===== src/sv/shannon_stream_cipher_mac_assert.svh =====
// ----------------------------------------------------------------------------
// Shannon cipher engine assertion macros
// Concurrent check macros used by the top level; ASSERT_OFF removes them.
// ----------------------------------------------------------------------------
`ifndef SHANNON_STREAM_CIPHER_MAC_ASSERT_SVH
`define SHANNON_STREAM_CIPHER_MAC_ASSERT_SVH

`ifndef ASSERT_OFF
`define SHN_ASSERT(label, prop) \
   label: assert property (@(posedge clock) disable iff (reset) (prop)) \
      else $error("shannon check failed");
`define SHN_ASSERT_NEXT(label, ante, cons) \
   label: assert property (@(posedge clock) disable iff (reset) (ante) |=> (cons)) \
      else $error("shannon sequence check failed");
`else
`define SHN_ASSERT(label, prop)
`define SHN_ASSERT_NEXT(label, ante, cons)
`endif

`endif


===== src/sv/shn_pkg.sv =====
// ----------------------------------------------------------------------------
// Shannon cipher engine package
// Constants, command codes, control struct and the nonlinear functions.
// ----------------------------------------------------------------------------
package shn_pkg;

   localparam int REG_WORDS      = 16;
   localparam int KEYP           = 13;
   localparam int MAX_MAC_BYTES  = 64;
   localparam int MAX_RESULTS    = 16;
   localparam int MAC_BYTE_LIMIT = (MAX_MAC_BYTES < 4 * MAX_RESULTS) ?
                                   MAX_MAC_BYTES : 4 * MAX_RESULTS;
   localparam int DIFF_W         = $clog2(REG_WORDS);
   localparam logic [31:0] INITKONST = 32'h6996c53a;

   typedef logic [31:0] word_type;
   typedef word_type [REG_WORDS-1:0] sreg_type;

   typedef enum logic [2:0] {
      OP_KEY_START   = 3'd0,
      OP_NONCE_START = 3'd1,
      OP_LOAD_BYTE   = 3'd2,
      OP_LOAD_END    = 3'd3,
      OP_ENCRYPT     = 3'd4,
      OP_DECRYPT     = 3'd5,
      OP_FINISH      = 3'd6
   } op_type;

   typedef enum logic [2:0] {
      CMD_NONE       = 3'd0,
      CMD_KEY_INIT   = 3'd1,
      CMD_NONCE_INIT = 3'd2,
      CMD_XOR_STEP   = 3'd3,
      CMD_STEP_XOR   = 3'd4,
      CMD_SNAP       = 3'd5,
      CMD_MIX        = 3'd6,
      CMD_MIX_LOAD   = 3'd7
   } cmd_type;

   typedef struct packed {
      cmd_type  cmd;
      logic     fold;
      logic     save;
      word_type xval;
   } ctl_type;

   function automatic word_type rotl(word_type w, int c);
      return (w << c) | (w >> (32 - c));
   endfunction

   function automatic word_type sb1(word_type w);
      word_type r;
      r = w ^ (rotl(w, 5) | rotl(w, 7));
      r = r ^ (rotl(r, 19) | rotl(r, 22));
      return r;
   endfunction

   function automatic word_type sb2(word_type w);
      word_type r;
      r = w ^ (rotl(w, 7) | rotl(w, 22));
      r = r ^ (rotl(r, 5) | rotl(r, 19));
      return r;
   endfunction

   // Fibonacci fill used at key start.
   function automatic sreg_type fib_init();
      sreg_type r;
      r[0] = 32'd1;
      r[1] = 32'd1;
      for (int i = 2; i < REG_WORDS; i++) begin
         r[i] = r[i-1] + r[i-2];
      end
      return r;
   endfunction

   localparam sreg_type FIB_INIT = fib_init();

endpackage


===== src/sv/shn_core.sv =====
// ----------------------------------------------------------------------------
// Shannon cipher register core
// Holds the cipher, CRC and saved registers and the single step unit that
// advances the cipher register by one word per step command.
// ----------------------------------------------------------------------------
module shn_core import shn_pkg::*; (
   input  logic     clock,
   input  logic     reset,
   input  ctl_type  ctl,
   output word_type stream_word
);

   sreg_type stream_ff, stream_in;
   sreg_type crc_ff, crc_in;
   sreg_type saved_ff, saved_in;
   word_type rc_ff, rc_in;
   word_type sw_ff, sw_in;

   sreg_type step_src, step_res, mixed;
   word_type t1, t2;

   always_comb begin
      step_src = stream_ff;
      if (ctl.cmd == CMD_XOR_STEP) begin
         step_src[KEYP] = stream_ff[KEYP] ^ ctl.xval;
      end

      // One register step: shift down, new top word, feedback into word 0.
      t1 = sb1(step_src[12] ^ step_src[13] ^ rc_ff) ^ rotl(step_src[0], 1);
      t2 = sb2(step_src[3] ^ t1);
      for (int i = 0; i < REG_WORDS - 1; i++) begin
         step_res[i] = step_src[i+1];
      end
      step_res[REG_WORDS-1] = t1;
      step_res[0] = step_src[1] ^ t2;

      for (int i = 0; i < REG_WORDS; i++) begin
         mixed[i] = stream_ff[i] ^ crc_ff[i];
      end

      stream_in = stream_ff;
      crc_in    = crc_ff;
      saved_in  = saved_ff;
      rc_in     = rc_ff;
      sw_in     = sw_ff;

      case (ctl.cmd)
         CMD_KEY_INIT: begin
            stream_in = FIB_INIT;
            rc_in     = INITKONST;
         end
         CMD_NONCE_INIT: begin
            stream_in = saved_ff;
            rc_in     = INITKONST;
         end
         CMD_XOR_STEP: begin
            stream_in = step_res;
            sw_in     = t2 ^ step_src[9] ^ step_src[13];
         end
         CMD_STEP_XOR: begin
            stream_in       = step_res;
            stream_in[KEYP] = step_res[KEYP] ^ ctl.xval;
            sw_in           = t2 ^ step_src[9] ^ step_src[13];
         end
         CMD_SNAP: begin
            crc_in = stream_ff;
         end
         CMD_MIX: begin
            stream_in = mixed;
         end
         CMD_MIX_LOAD: begin
            stream_in = mixed;
            rc_in     = mixed[0];
            if (ctl.save) begin
               saved_in = mixed;
            end
         end
         default: begin
         end
      endcase

      // A MAC fold shifts the CRC register and perturbs the cipher register.
      if (ctl.fold) begin
         for (int i = 0; i < REG_WORDS - 1; i++) begin
            crc_in[i] = crc_ff[i+1];
         end
         crc_in[REG_WORDS-1] = crc_ff[0] ^ crc_ff[2] ^ crc_ff[REG_WORDS-1] ^ ctl.xval;
         stream_in[KEYP] = stream_ff[KEYP] ^ ctl.xval;
      end
   end

   always_ff @(posedge clock) begin
      if (reset) begin
         stream_ff <= '0;
         crc_ff    <= '0;
         saved_ff  <= '0;
         rc_ff     <= '0;
         sw_ff     <= '0;
      end else begin
         stream_ff <= stream_in;
         crc_ff    <= crc_in;
         saved_ff  <= saved_in;
         rc_ff     <= rc_in;
         sw_ff     <= sw_in;
      end
   end

   assign stream_word = sw_ff;

endmodule


===== src/sv/shannon_stream_cipher_mac.sv =====
// ----------------------------------------------------------------------------
// Shannon stream cipher with MAC
// Byte command sequencer around a shared register step unit.
// ----------------------------------------------------------------------------
// Commands arrive on the req_ channel, one per transfer; results leave on the
// rsp_ channel through a single output register. req_stall is high whenever
// a command is in progress, so one command is handled at a time.
// Key start, nonce start, load byte and an unused op are done in S_IDLE;
// load end runs S_LEND_A (partial word only), S_LEND_B, S_SNAP, S_DIFF and
// S_LEND_E; encrypt and decrypt run S_CRYPT_STEP and S_CRYPT_OUT and give
// one result; finish runs S_FIN_FOLD, S_FIN_PERT, S_FIN_MIX and S_DIFF, then
// S_FIN_STEP and S_FIN_OUT per MAC word, giving ceil(bytes/4) results
// (bytes capped at 64), the final one marked by rsp_last. A finish asking
// for no bytes gives no result. A result waits in the output register while
// rsp_stall is high and the sequencer holds in its emitting state until the
// register frees. The register frees in the cycle its transfer completes,
// so a new result can be loaded in that cycle. Synchronous reset clears all
// cipher, CRC and saved registers and the counters, and leaves the block
// idle with no result pending.
// ----------------------------------------------------------------------------
`include "shannon_stream_cipher_mac_assert.svh"

module shannon_stream_cipher_mac import shn_pkg::*; (
   input  logic        clock,
   input  logic        reset,
   input  logic        req_valid,
   output logic        req_stall,
   input  logic [2:0]  req_op,
   input  logic [7:0]  req_data_byte,
   input  logic [6:0]  req_mac_bytes,
   output logic        rsp_valid,
   input  logic        rsp_stall,
   output logic [31:0] rsp_out_word,
   output logic [2:0]  rsp_valid_bytes,
   output logic        rsp_last
);

   typedef enum logic [13:0] {
      S_IDLE       = 14'b00000000000001,
      S_LEND_A     = 14'b00000000000010,
      S_LEND_B     = 14'b00000000000100,
      S_SNAP       = 14'b00000000001000,
      S_DIFF       = 14'b00000000010000,
      S_LEND_E     = 14'b00000000100000,
      S_CRYPT_STEP = 14'b00000001000000,
      S_CRYPT_OUT  = 14'b00000010000000,
      S_FIN_FOLD   = 14'b00000100000000,
      S_FIN_PERT   = 14'b00001000000000,
      S_FIN_MIX    = 14'b00010000000000,
      S_FIN_STEP   = 14'b00100000000000,
      S_FIN_OUT    = 14'b01000000000000,
      S_SPARE      = 14'b10000000000000
   } state_type;

   state_type        state_ff, state_in;
   logic [DIFF_W-1:0] diff_cnt_ff, diff_cnt_in;
   logic             fin_ff, fin_in;
   logic [7:0]       byte_ff, byte_in;
   logic             dec_ff, dec_in;
   logic [6:0]       rem_ff, rem_in;
   word_type         mac_accum_ff, mac_accum_in;
   logic [5:0]       bits_left_ff, bits_left_in;
   word_type         load_accum_ff, load_accum_in;
   word_type         load_count_ff, load_count_in;
   logic             key_mode_ff, key_mode_in;

   logic             rsp_valid_ff, rsp_valid_in;
   word_type         rsp_word_ff, rsp_word_in;
   logic [2:0]       rsp_bytes_ff, rsp_bytes_in;
   logic             rsp_last_ff, rsp_last_in;

   ctl_type          ctl;
   word_type         stream_word;
   logic             slot_free;
   logic             accept;
   logic             crypt_go;
   logic             crypt_rsp;

   // Work values for the command being handled.
   word_type         acc_new;
   word_type         cnt_new;
   logic [5:0]       sh;
   logic [7:0]       ks, crypt_out, pt;
   word_type         mac_new;
   logic [5:0]       bl_new;
   logic [2:0]       take;
   word_type         mask;

   shn_core u_core (
      .clock       (clock),
      .reset       (reset),
      .ctl         (ctl),
      .stream_word (stream_word)
   );

   assign slot_free = !rsp_valid_ff || !rsp_stall;
   assign accept    = req_valid && (state_ff == S_IDLE);

   always_comb begin
      state_in      = state_ff;
      diff_cnt_in   = diff_cnt_ff;
      fin_in        = fin_ff;
      byte_in       = byte_ff;
      dec_in        = dec_ff;
      rem_in        = rem_ff;
      mac_accum_in  = mac_accum_ff;
      bits_left_in  = bits_left_ff;
      load_accum_in = load_accum_ff;
      load_count_in = load_count_ff;
      key_mode_in   = key_mode_ff;

      rsp_valid_in  = rsp_valid_ff && rsp_stall;
      rsp_word_in   = rsp_word_ff;
      rsp_bytes_in  = rsp_bytes_ff;
      rsp_last_in   = rsp_last_ff;

      ctl.cmd  = CMD_NONE;
      ctl.fold = 1'b0;
      ctl.save = 1'b0;
      ctl.xval = '0;

      acc_new   = load_accum_ff |
                  (word_type'(req_data_byte) << {load_count_ff[1:0], 3'b000});
      cnt_new   = load_count_ff + 32'd1;
      sh        = 6'd32 - bits_left_ff;
      ks        = 8'(stream_word >> sh[4:0]);
      crypt_out = byte_ff ^ ks;
      pt        = dec_ff ? crypt_out : byte_ff;
      mac_new   = mac_accum_ff ^ (word_type'(pt) << sh[4:0]);
      bl_new    = bits_left_ff - 6'd8;
      take      = (rem_ff >= 7'd4) ? 3'd4 : rem_ff[2:0];
      case (take)
         3'd1:    mask = 32'h000000ff;
         3'd2:    mask = 32'h0000ffff;
         3'd3:    mask = 32'h00ffffff;
         default: mask = 32'hffffffff;
      endcase

      case (state_ff)
         S_IDLE: begin
            if (accept) begin
               case (req_op)
                  OP_KEY_START: begin
                     ctl.cmd       = CMD_KEY_INIT;
                     load_accum_in = '0;
                     load_count_in = '0;
                     key_mode_in   = 1'b1;
                  end
                  OP_NONCE_START: begin
                     ctl.cmd       = CMD_NONCE_INIT;
                     load_accum_in = '0;
                     load_count_in = '0;
                     key_mode_in   = 1'b0;
                  end
                  OP_LOAD_BYTE: begin
                     load_count_in = cnt_new;
                     if (cnt_new[1:0] == 2'd0) begin
                        ctl.cmd       = CMD_XOR_STEP;
                        ctl.xval      = acc_new;
                        load_accum_in = '0;
                     end else begin
                        load_accum_in = acc_new;
                     end
                  end
                  OP_LOAD_END: begin
                     state_in = (load_count_ff[1:0] != 2'd0) ? S_LEND_A : S_LEND_B;
                  end
                  OP_ENCRYPT, OP_DECRYPT: begin
                     byte_in  = req_data_byte;
                     dec_in   = (req_op == OP_DECRYPT);
                     state_in = S_CRYPT_STEP;
                  end
                  OP_FINISH: begin
                     rem_in   = (req_mac_bytes > 7'(MAC_BYTE_LIMIT)) ?
                                7'(MAC_BYTE_LIMIT) : req_mac_bytes;
                     state_in = S_FIN_FOLD;
                  end
                  default: begin
                  end
               endcase
            end
         end
         S_LEND_A: begin
            // A partial word is folded in zero padded.
            ctl.cmd  = CMD_XOR_STEP;
            ctl.xval = load_accum_ff;
            state_in = S_LEND_B;
         end
         S_LEND_B: begin
            ctl.cmd  = CMD_XOR_STEP;
            ctl.xval = load_count_ff;
            state_in = S_SNAP;
         end
         S_SNAP: begin
            ctl.cmd     = CMD_SNAP;
            diff_cnt_in = '0;
            fin_in      = 1'b0;
            state_in    = S_DIFF;
         end
         S_DIFF: begin
            ctl.cmd     = CMD_XOR_STEP;
            diff_cnt_in = diff_cnt_ff + 1'b1;
            if (diff_cnt_ff == DIFF_W'(REG_WORDS - 1)) begin
               state_in = fin_ff ? S_FIN_STEP : S_LEND_E;
            end
         end
         S_LEND_E: begin
            ctl.cmd       = CMD_MIX_LOAD;
            ctl.save      = key_mode_ff;
            bits_left_in  = '0;
            load_accum_in = '0;
            load_count_in = '0;
            state_in      = S_IDLE;
         end
         S_CRYPT_STEP: begin
            if (bits_left_ff == 6'd0 || bits_left_ff > 6'd32) begin
               ctl.cmd      = CMD_XOR_STEP;
               mac_accum_in = '0;
               bits_left_in = 6'd32;
            end
            state_in = S_CRYPT_OUT;
         end
         S_CRYPT_OUT: begin
            if (slot_free) begin
               mac_accum_in = mac_new;
               bits_left_in = bl_new;
               if (bl_new == 6'd0) begin
                  ctl.fold = 1'b1;
                  ctl.xval = mac_new;
               end
               rsp_valid_in = 1'b1;
               rsp_word_in  = word_type'(crypt_out);
               rsp_bytes_in = 3'd1;
               rsp_last_in  = 1'b1;
               state_in     = S_IDLE;
            end
         end
         S_FIN_FOLD: begin
            if (bits_left_ff != 6'd0) begin
               ctl.fold = 1'b1;
               ctl.xval = mac_accum_ff;
            end
            state_in = S_FIN_PERT;
         end
         S_FIN_PERT: begin
            ctl.cmd      = CMD_STEP_XOR;
            ctl.xval     = INITKONST ^ {23'b0, bits_left_ff, 3'b000};
            bits_left_in = '0;
            state_in     = S_FIN_MIX;
         end
         S_FIN_MIX: begin
            ctl.cmd     = CMD_MIX;
            diff_cnt_in = '0;
            fin_in      = 1'b1;
            state_in    = S_DIFF;
         end
         S_FIN_STEP: begin
            if (rem_ff == 7'd0) begin
               state_in = S_IDLE;
            end else begin
               ctl.cmd  = CMD_XOR_STEP;
               state_in = S_FIN_OUT;
            end
         end
         S_FIN_OUT: begin
            if (slot_free) begin
               rem_in       = rem_ff - 7'(take);
               rsp_valid_in = 1'b1;
               rsp_word_in  = stream_word & mask;
               rsp_bytes_in = take;
               rsp_last_in  = (rem_ff == 7'(take));
               state_in     = (rem_ff == 7'(take)) ? S_IDLE : S_FIN_STEP;
            end
         end
         default: begin
            state_in = S_IDLE;
         end
      endcase
   end

   always_ff @(posedge clock) begin
      if (reset) begin
         state_ff      <= S_IDLE;
         diff_cnt_ff   <= '0;
         fin_ff        <= 1'b0;
         rem_ff        <= '0;
         mac_accum_ff  <= '0;
         bits_left_ff  <= '0;
         load_accum_ff <= '0;
         load_count_ff <= '0;
         key_mode_ff   <= 1'b0;
         rsp_valid_ff  <= 1'b0;
      end else begin
         state_ff      <= state_in;
         diff_cnt_ff   <= diff_cnt_in;
         fin_ff        <= fin_in;
         rem_ff        <= rem_in;
         mac_accum_ff  <= mac_accum_in;
         bits_left_ff  <= bits_left_in;
         load_accum_ff <= load_accum_in;
         load_count_ff <= load_count_in;
         key_mode_ff   <= key_mode_in;
         rsp_valid_ff  <= rsp_valid_in;
      end
   end

   always_ff @(posedge clock) begin
      byte_ff      <= byte_in;
      dec_ff       <= dec_in;
      rsp_word_ff  <= rsp_word_in;
      rsp_bytes_ff <= rsp_bytes_in;
      rsp_last_ff  <= rsp_last_in;
   end

   assign req_stall       = (state_ff != S_IDLE);
   assign rsp_valid       = rsp_valid_ff;
   assign rsp_out_word    = rsp_word_ff;
   assign rsp_valid_bytes = rsp_bytes_ff;
   assign rsp_last        = rsp_last_ff;

   assign crypt_go  = (state_ff == S_CRYPT_OUT) && slot_free;
   assign crypt_rsp = rsp_valid_ff && (rsp_bytes_ff == 3'd1) && rsp_last_ff;

   // Keystream bits are only ever consumed a whole byte at a time.
   `SHN_ASSERT(a_bits_left_aligned, bits_left_ff[2:0] == 3'd0 && bits_left_ff <= 6'd32)
   `SHN_ASSERT(a_rem_bounded, rem_ff <= 7'(MAC_BYTE_LIMIT))
   `SHN_ASSERT_NEXT(a_crypt_emits, crypt_go, crypt_rsp && state_ff == S_IDLE)

endmodule


===== config.mk =====
export PLATFORM = sky130hd
export DESIGN_NAME = shannon_stream_cipher_mac
export DESIGN_NICKNAME = d
export VERILOG_FILES = /design/src/sv/shn_pkg.sv /design/src/sv/shn_core.sv /design/src/sv/shannon_stream_cipher_mac.sv
export VERILOG_INCLUDE_DIRS = /design/src /design/src/sv
export SDC_FILE = /design/constraint.sdc
export NUM_CORES = 2
export LEC_CHECK = 0
export ABC_AREA = 1
export BUFFER_PORTS_ARGS = -buffer_cell sky130_fd_sc_hd__buf_2
export CORE_ASPECT_RATIO = 1.2
export CORE_MARGIN = 4
export CORE_UTILIZATION = 25
export CTS_CLUSTER_SIZE = 16
export DETAILED_ROUTE_END_ITERATION = 12
export SLEW_MARGIN = 20
export SYNTH_ARGS = -nofsm -noshare
export SYNTH_HDL_FRONTEND = slang
export SYNTH_SLANG_ARGS = --single-unit

===== constraint.sdc =====
create_clock -name clock -period 6.7 [get_ports clock]
set_clock_uncertainty 0.1 [all_clocks]
set_input_delay 0.335 -clock clock [delete_from_list [all_inputs] [get_ports clock]]
set_output_delay 0.335 -clock clock [all_outputs]
set_load 0.01 [all_outputs]

# Yosys cells after proc, flatten, opt, wreduce, memory -nomap -nowiden
# Index checks and enable logic that the tools add are counted.
[op_classes]
addsub = 5
n_lt_le_gt_ge = 3
n_eq_ne = 40
shift = 3
n_mux = 69
bitwise_logic = 50
reduce_logical = 43
[ops]
columns = ["operator", "count"]
rows = [
  ["one-hot mux 512 bit (5 select lines)", 1],
  ["bitwise XOR 32 bit", 33],
  ["2-to-1 mux 512 bit", 2],
  ["2-to-1 mux 32 bit", 15],
  ["one-hot mux 32 bit (2 select lines)", 7],
  ["one-hot mux 32 bit (6 select lines)", 1],
  ["OR 32 bit", 5],
  ["one-hot mux 14 bit (11 select lines)", 1],
  ["one-hot mux 32 bit (3 select lines)", 1],
  ["OR 32 x 19 -> 32 bit", 2],
  ["OR 32 x 22 -> 32 bit", 2],
  ["OR 32 x 5 -> 32 bit", 2],
  ["OR 32 x 7 -> 32 bit", 2],
  ["<< shifter 8 x 5 -> 32 bit", 2],
  ["2-to-1 mux 14 bit", 4],
  ["one-hot mux 14 bit (3 select lines)", 1],
  ["adder 32 x 1 -> 32 bit (second input constant)", 1],
  ["AND 32 bit", 1],
  ["OR 32 x 1 -> 32 bit", 1],
  ["right shift 32 x 5 -> 8 bit", 1],
  ["2-to-1 mux 7 bit", 4],
  ["2-to-1 mux 12 bit", 2],
  ["one-hot mux 3 bit (8 select lines)", 1],
  ["== test 3 bit (second input constant)", 7],
  ["other kinds (60)", 114],
]
[totals]
reg_bits = 1775
output_inout_bits = 38
word_cells = 278

# Depth between registers and ports, before layout
[depth]
ltp_word = 30
mapped_depth = 40
ltp_nobuf = 37

# Modules after synthesis
# A second synthesis with hierarchy kept.
[hier_totals]
hier_cells = 12577
area_unflattened_um2 = 89300.6
[modules_own_cells]
columns = ["module", "instances", "cells_each", "area_each_um2", "seq_area_each_um2"]
rows = [
  ["shn_core", 1, 10950, 78574.1, 32030.7],
  ["shannon_stream_cipher_mac", 1, 1627, 10726.5, 3873.7],
]

# Worst setup path before layout
# No wires, ideal clock.
[synth_timing]
kind = "flip-flop to flip-flop"
startpoint = "register state_ff[0]"
endpoint = "register rsp_last_ff, in the netlist rsp_last, enable pin"
setup_time_ns = 0.441
arrival_time_ns = 3.807
required_time_ns = 6.159
path_slack_ns = 2.352
stages_incl_launch_ff = 10
n_path_buf = 2
period_less_slack_ns = 4.348
path_cell_list = "dfxtp_1 -> nor2_2 -> nand2_4 -> nor2_8 -> buf_2 -> inv_1 -> nor3_1 -> clkinv_1 -> clkbuf_1 -> a21oi_1"
[synth_via]
elab_chain_len = 3
[synth_lines]
columns = ["element", "line_no", "source"]
rows = [
  ["from (decl)", "shannon_stream_cipher_mac.sv:55", "state_type state_ff, state_in;"],
  ["from (signal assigned)", "shannon_stream_cipher_mac.sv:294", "state_ff <= state_in;"],
  ["== test 14 x 13 -> 1 bit / == test 14 x 8 -> 1 bit (equally long branches)", "shannon_stream_cipher_mac.sv:139", "case (state_ff)"],
  ["!= test 2 bit (no line) / nonzero test 2 bit (equally long branches)", "n/a", ""],
  ["AND reduction 3 bit (no line) (*)", "n/a", ""],
  ["to (signal assigned)", "shannon_stream_cipher_mac.sv:312", "rsp_last_ff <= rsp_last_in;"],
  ["to (decl)", "shannon_stream_cipher_mac.sv:70", "logic rsp_last_ff, rsp_last_in;"],
]
# Every way passes the cells marked *; elsewhere a longest branch is shown, timed or not.
# A chain may end at the register's enable or synchronous reset.

# Worst setup path in the final report
[layout_timing]
startpoint = "register state_ff[12]"
endpoint = "register u_core.stream_ff (netlist bit u_core.step_src[30])"
[layout_via]
elab_chain_len = 24
[layout_lines]
columns = ["element", "line_no", "source"]
rows = [
  ["== test 14 x 1 -> 1 bit", "shannon_stream_cipher_mac.sv:97, shannon_stream_cipher_mac.sv:139", ""],
  ["logical AND 1 bit", "shannon_stream_cipher_mac.sv:97", "assign accept = req_valid && (state_ff == S_IDLE);"],
  ["2-to-1 mux 2 bit / 2-to-1 mux 32 bit (equally long branches)", "shannon_stream_cipher_mac.sv:141", "if (accept) begin"],
  ["one-hot mux 3 bit (8 select lines) / one-hot mux 32 bit (6 select lines) (equally long branches)", "shannon_stream_cipher_mac.sv:139", ""],
  ["== test 3 x 2 -> 1 bit / bitwise XOR 32 bit (equally long branches)", "shn_core.sv:24, shn_core.sv:47, shn_core.sv:25", ""],
  ["2-to-1 mux 32 bit", "shn_core.sv:24", "if (ctl.cmd == CMD_XOR_STEP) begin"],
  ["bitwise XOR 32 bit (2 in series)", "shn_core.sv:29", "t1 = sb1(step_src[12] ^ step_src[13] ^ rc_ff) ^ rotl(step_src[0], 1);"],
  ["OR 32 x 5 -> 32 bit / OR 32 x 7 -> 32 bit (equally long branches)", "shn_pkg.sv:48", "return (w << c) | (w >> (32 - c));"],
  ["(+7 left out)", "n/a", ""],
  ["OR 32 x 7 -> 32 bit / OR 32 x 22 -> 32 bit (equally long branches)", "shn_pkg.sv:48", ""],
  ["OR 32 bit", "shn_pkg.sv:60", "r = w ^ (rotl(w, 7) | rotl(w, 22));"],
  ["bitwise XOR 32 bit", "shn_pkg.sv:60", ""],
  ["OR 32 x 5 -> 32 bit / OR 32 x 19 -> 32 bit (equally long branches)", "shn_pkg.sv:48", ""],
  ["OR 32 bit", "shn_pkg.sv:61", "r = r ^ (rotl(r, 5) | rotl(r, 19));"],
  ["bitwise XOR 32 bit", "shn_pkg.sv:61", ""],
  ["bitwise XOR 32 bit", "shn_core.sv:35", "step_res[0] = step_src[1] ^ t2;"],
  ["one-hot mux 512 bit (5 select lines)", "shn_core.sv:47", "case (ctl.cmd)"],
  ["to (signal assigned)", "shn_core.sv:100", "stream_ff <= stream_in;"],
  ["to (decl)", "shn_core.sv:13", "sreg_type stream_ff, stream_in;"],
]
# Parallel ways exist; a longest one is shown, timed or not.

==> results.sh <==
export IMPL_gp_congestion=1.02
export IMPL_critical_path_required_ns=7.36
export IMPL_path_depth=28
export IMPL_p_sw_w=0.0110
export IMPL_path_clk_slew_ns=0.06
export IMPL_die_y_um=660
export IMPL_hp_class="in -> reg"
export IMPL_ys_warn_count=0
export IMPL_ys_types=58
export IMPL_post_drt_wl_per_cell_um=21.3
export IMPL_grt_pass1_wl_um=529000
export IMPL_p_leak_nw=37.4
export IMPL_syn_avg_cell_area_um2=7.18
export IMPL_remaining_drc_errors=0
export IMPL_cts_root_buffer="clkbuf_16"
export IMPL_fin_nets=12000
export IMPL_yosysSeqAreaShare_pct=40.5
export IMPL_layout_min_cycle_time_ns=5.86
export IMPL_swShare_pct=36.9
export IMPL_synth_nets=12400
export IMPL_synth_edff_count=45
export IMPL_cp_max_fo=18
export IMPL_relSlewSlack_pct=8.26
export IMPL_grt_antenna_before_repair=11
export IMPL_regArea_um2=35900
export IMPL_rows=239
export IMPL_slew_violations=0
export IMPL_ys_flop_type="dfxtp_1"
export IMPL_worst_path_buf_inv=4
export IMPL_multi_input_area_um2=45000
export IMPL_setup_slack_ns=0.836
export IMPL_crit_type="reg -> reg"
export IMPL_drtPass1Iterations=8
export IMPL_grt_pass1_vias=79200
export IMPL_layout_common_cells="nand2_1, dfxtp_1, inv_1"
export IMPL_io_pins=60
export IMPL_slowest_stage="dfxtp_1"
export IMPL_fmax_mhz=171
export IMPL_die_area_um2=364000
export IMPL_htree_num_levels=4
export IMPL_syn_to_final_growth_pct=12.9
export IMPL_core_um2=353000
export IMPL_worstPathArrival_ns=6.52
export IMPL_initial_core_util_pct=25.1
export IMPL_drt_total_wl_um=359000
export IMPL_combPwrFrac_pct=27.9
export IMPL_syn_cell_area_um2=88600
export IMPL_endpoint_kind="flop"
export IMPL_dp_slack_ns=1.07
export IMPL_drive_gt1_share_pct=6.68
export IMPL_numCtsBuffers=184
export IMPL_io_buffer_count=59
export IMPL_gr_total_overflow=0
export IMPL_ant_nets=0
export IMPL_ff2ff_path_depth=28
export IMPL_ir_drop_uv=318
export IMPL_async_flop_share_pct=0
export IMPL_syn_inst=12300
export IMPL_power_density_nw_per_um2=298
export IMPL_via_per_inst=5.19
export IMPL_worst_pin_slew_ns=1.38
export IMPL_start_kind="flop"
export IMPL_layout_commonest_cell="nand2_1"
export IMPL_dpl_hpwl_um=230000
export IMPL_clockBufferDepth=4
export IMPL_grt_usage_pct=18.7
export IMPL_fin_crit_sh_pct=87.5
export IMPL_hold_depth=6
export IMPL_vias=87300
export IMPL_path_delay_family="simple AND/OR/NAND/NOR gates"
export IMPL_cap_viol_max_count=0
export IMPL_fill_cells=38200
export IMPL_synth_seq_cells=1771
export IMPL_cts_tree="built"
export IMPL_clock_sinks=1771
export IMPL_rsz0062_at_grt="no"
export IMPL_setup_viol=0
export IMPL_clk_latency_ns=0.88
export IMPL_die_x_um=552
export IMPL_slowest_delay_ns=0.57
export IMPL_clockPowerShare_pct=35.2
export IMPL_intPower_w=0.0188
export IMPL_hold_viol_final=0
export IMPL_grt_max_degree=205
export IMPL_finalSetupTns_ns=0
export IMPL_cp_common_cell="nand2_1"
export IMPL_status="finished, final reports clean"
export IMPL_power_frac_seq_pct=36.9
export IMPL_first_iter_violations=9755
export IMPL_postCtsSetupBuffers=0
[cell usage after synthesis (16+ instances only)]
| cell type | n | share of area, % |
|---|---|---|
| nand2_2 | 144 | 1.0 |
| xor2_1 | 439 | 4.3 |
| nand3_1 | 477 | 2.7 |
| a21oi_1 | 911 | 5.1 |
| o22ai_1 | 269 | 1.9 |
| nand4_1 | 71 | 0.50 |
| nand2_1 | 2875 | 12 |
| nor3_1 | 48 | 0.27 |
| o21ai_0 | 1156 | 6.5 |
| edfxtp_1 | 45 | 1.5 |
| nand3b_1 | 25 | 0.21 |
| clkbuf_1 | 711 | 3.0 |
| o211ai_1 | 29 | 0.25 |
| a221oi_1 | 389 | 3.8 |
| nand3_2 | 18 | 0.20 |
| buf_1 | 50 | 0.21 |
| buf_2 | 62 | 0.35 |
| nor2_1 | 616 | 2.6 |
| o221ai_1 | 16 | 0.16 |
| inv_2 | 17 | 0.072 |
| dfxtp_1 | 1726 | 39 |
| o211a_1 | 50 | 0.56 |
| or2_2 | 23 | 0.16 |
| a211oi_1 | 58 | 0.49 |
| xnor2_1 | 287 | 2.8 |
| a31oi_1 | 423 | 3.0 |
| a22oi_1 | 62 | 0.53 |
| inv_1 | 1201 | 5.1 |
[power groups by stage]
stage | clock network (W) | logic, W | registers (W)
2_1_floorplan | 0 | 0.00522 | 0.0111
3_3_place_gp | 0 | 0.00813 | 0.0112
3_5_place_dp | 0 | 0.00812 | 0.0112
4_1_cts | 0.0106 | 0.00815 | 0.0110
5_1_grt | 0.0110 | 0.00897 | 0.0110
6_report | 0.0105 | 0.00831 | 0.0110
[stage by stage]
step / instance area, um2 / cells / power (W) / util [%] / hold WS, ns
3_3_place_gp: 93800 / 16500 / 0.0194 / 26.6 / 0.334
4_1_cts: 100000 / 16800 / 0.0298 / 28.3 / 0.0697
5_1_grt: 100000 / 16800 / 0.0310 / 28.3 / 0.147
3_5_place_dp: 93800 / 16500 / 0.0193 / 26.6 / 0.340
6_report: 100000 / 16800 / 0.0298 / 28.3 / 0.117
2_1_floorplan: 88600 / 12300 / 0.0163 / - / 0.323
[layer usage]
layer	vias up	part of all wire (%)	track usage (%)
met5	-	0.012	0
met4	6	7.1	11.4
met3	941	7.2	2.80
met2	3541	45	30.4
met1	42200	41	23.4
li1	40700	-	-
[logic make-up (layout without fill, tap and decap cells)]
group | Yosys count | after routing | share of synthesized area, %
DFF | 1771 | 1771 | 40.5
AOI/OAI and AO/OA | 3417 | 3417 | 22.9
other | 1 | 5 | 0.00423
buffers and inverters | 2060 | 1835 | 8.87
xor gates and xnor gates | 726 | 726 | 7.18
and+or+nand+nor | 4356 | 4356 | 20.4
adders and majority gates | 6 | 6 | 0.0847
[worst paths after layout]
check | startpoint | endpoint | slack, ns
hold reg to reg | u_core.saved_ff[175] | u_core.saved_ff[175] | 0.35
setup / recovery | state_ff[12] | u_core.step_src[30] | 0.84
setup reg to reg | state_ff[12] | u_core.step_src[30] | 0.84
hold / removal | req_valid | state_ff[2] | 0.12
[sequential cells by signal, indices dropped and copies added, names as in the netlist, 64 cells and up]
| register | count |
|---|---|
| u_core.crc_ff | 512 |
| u_core.saved_ff | 512 |
| u_core.step_res | 416 |
| u_core.step_src | 64 |
[tightest hold or removal path: cells and delay by family]
| kind | cells | cell delay (ns) |
|---|---|---|
| buffers and inverters | 3 | 0.39 |
| AOI/OAI and AO/OA | 2 | 0.25 |
| and+or+nand+nor | 1 | 0.07 |
[layout make-up]
cell class                      instances  share of cell area, %
Antenna cell                            4                 0.0100
Clock buffer                          266                   5.37
Clock inverter                         54                  0.577
Inverter                             1228                   4.67
Multi-Input combinational cell       8506                   44.9
Sequential cell                      1771                   35.9
Tap cell                             4699                   5.88
Timing Repair Buffer                  287                   2.66
[timing repair]
| action | 4_1_cts | 5_1_grt |
|---|---|---|
| hold buffers | 23 | 0 |
| resized for setup | 0 | 0 |
| hold endpoints to repair | 86 | 0 |
(Power assumes the default switching activity.)
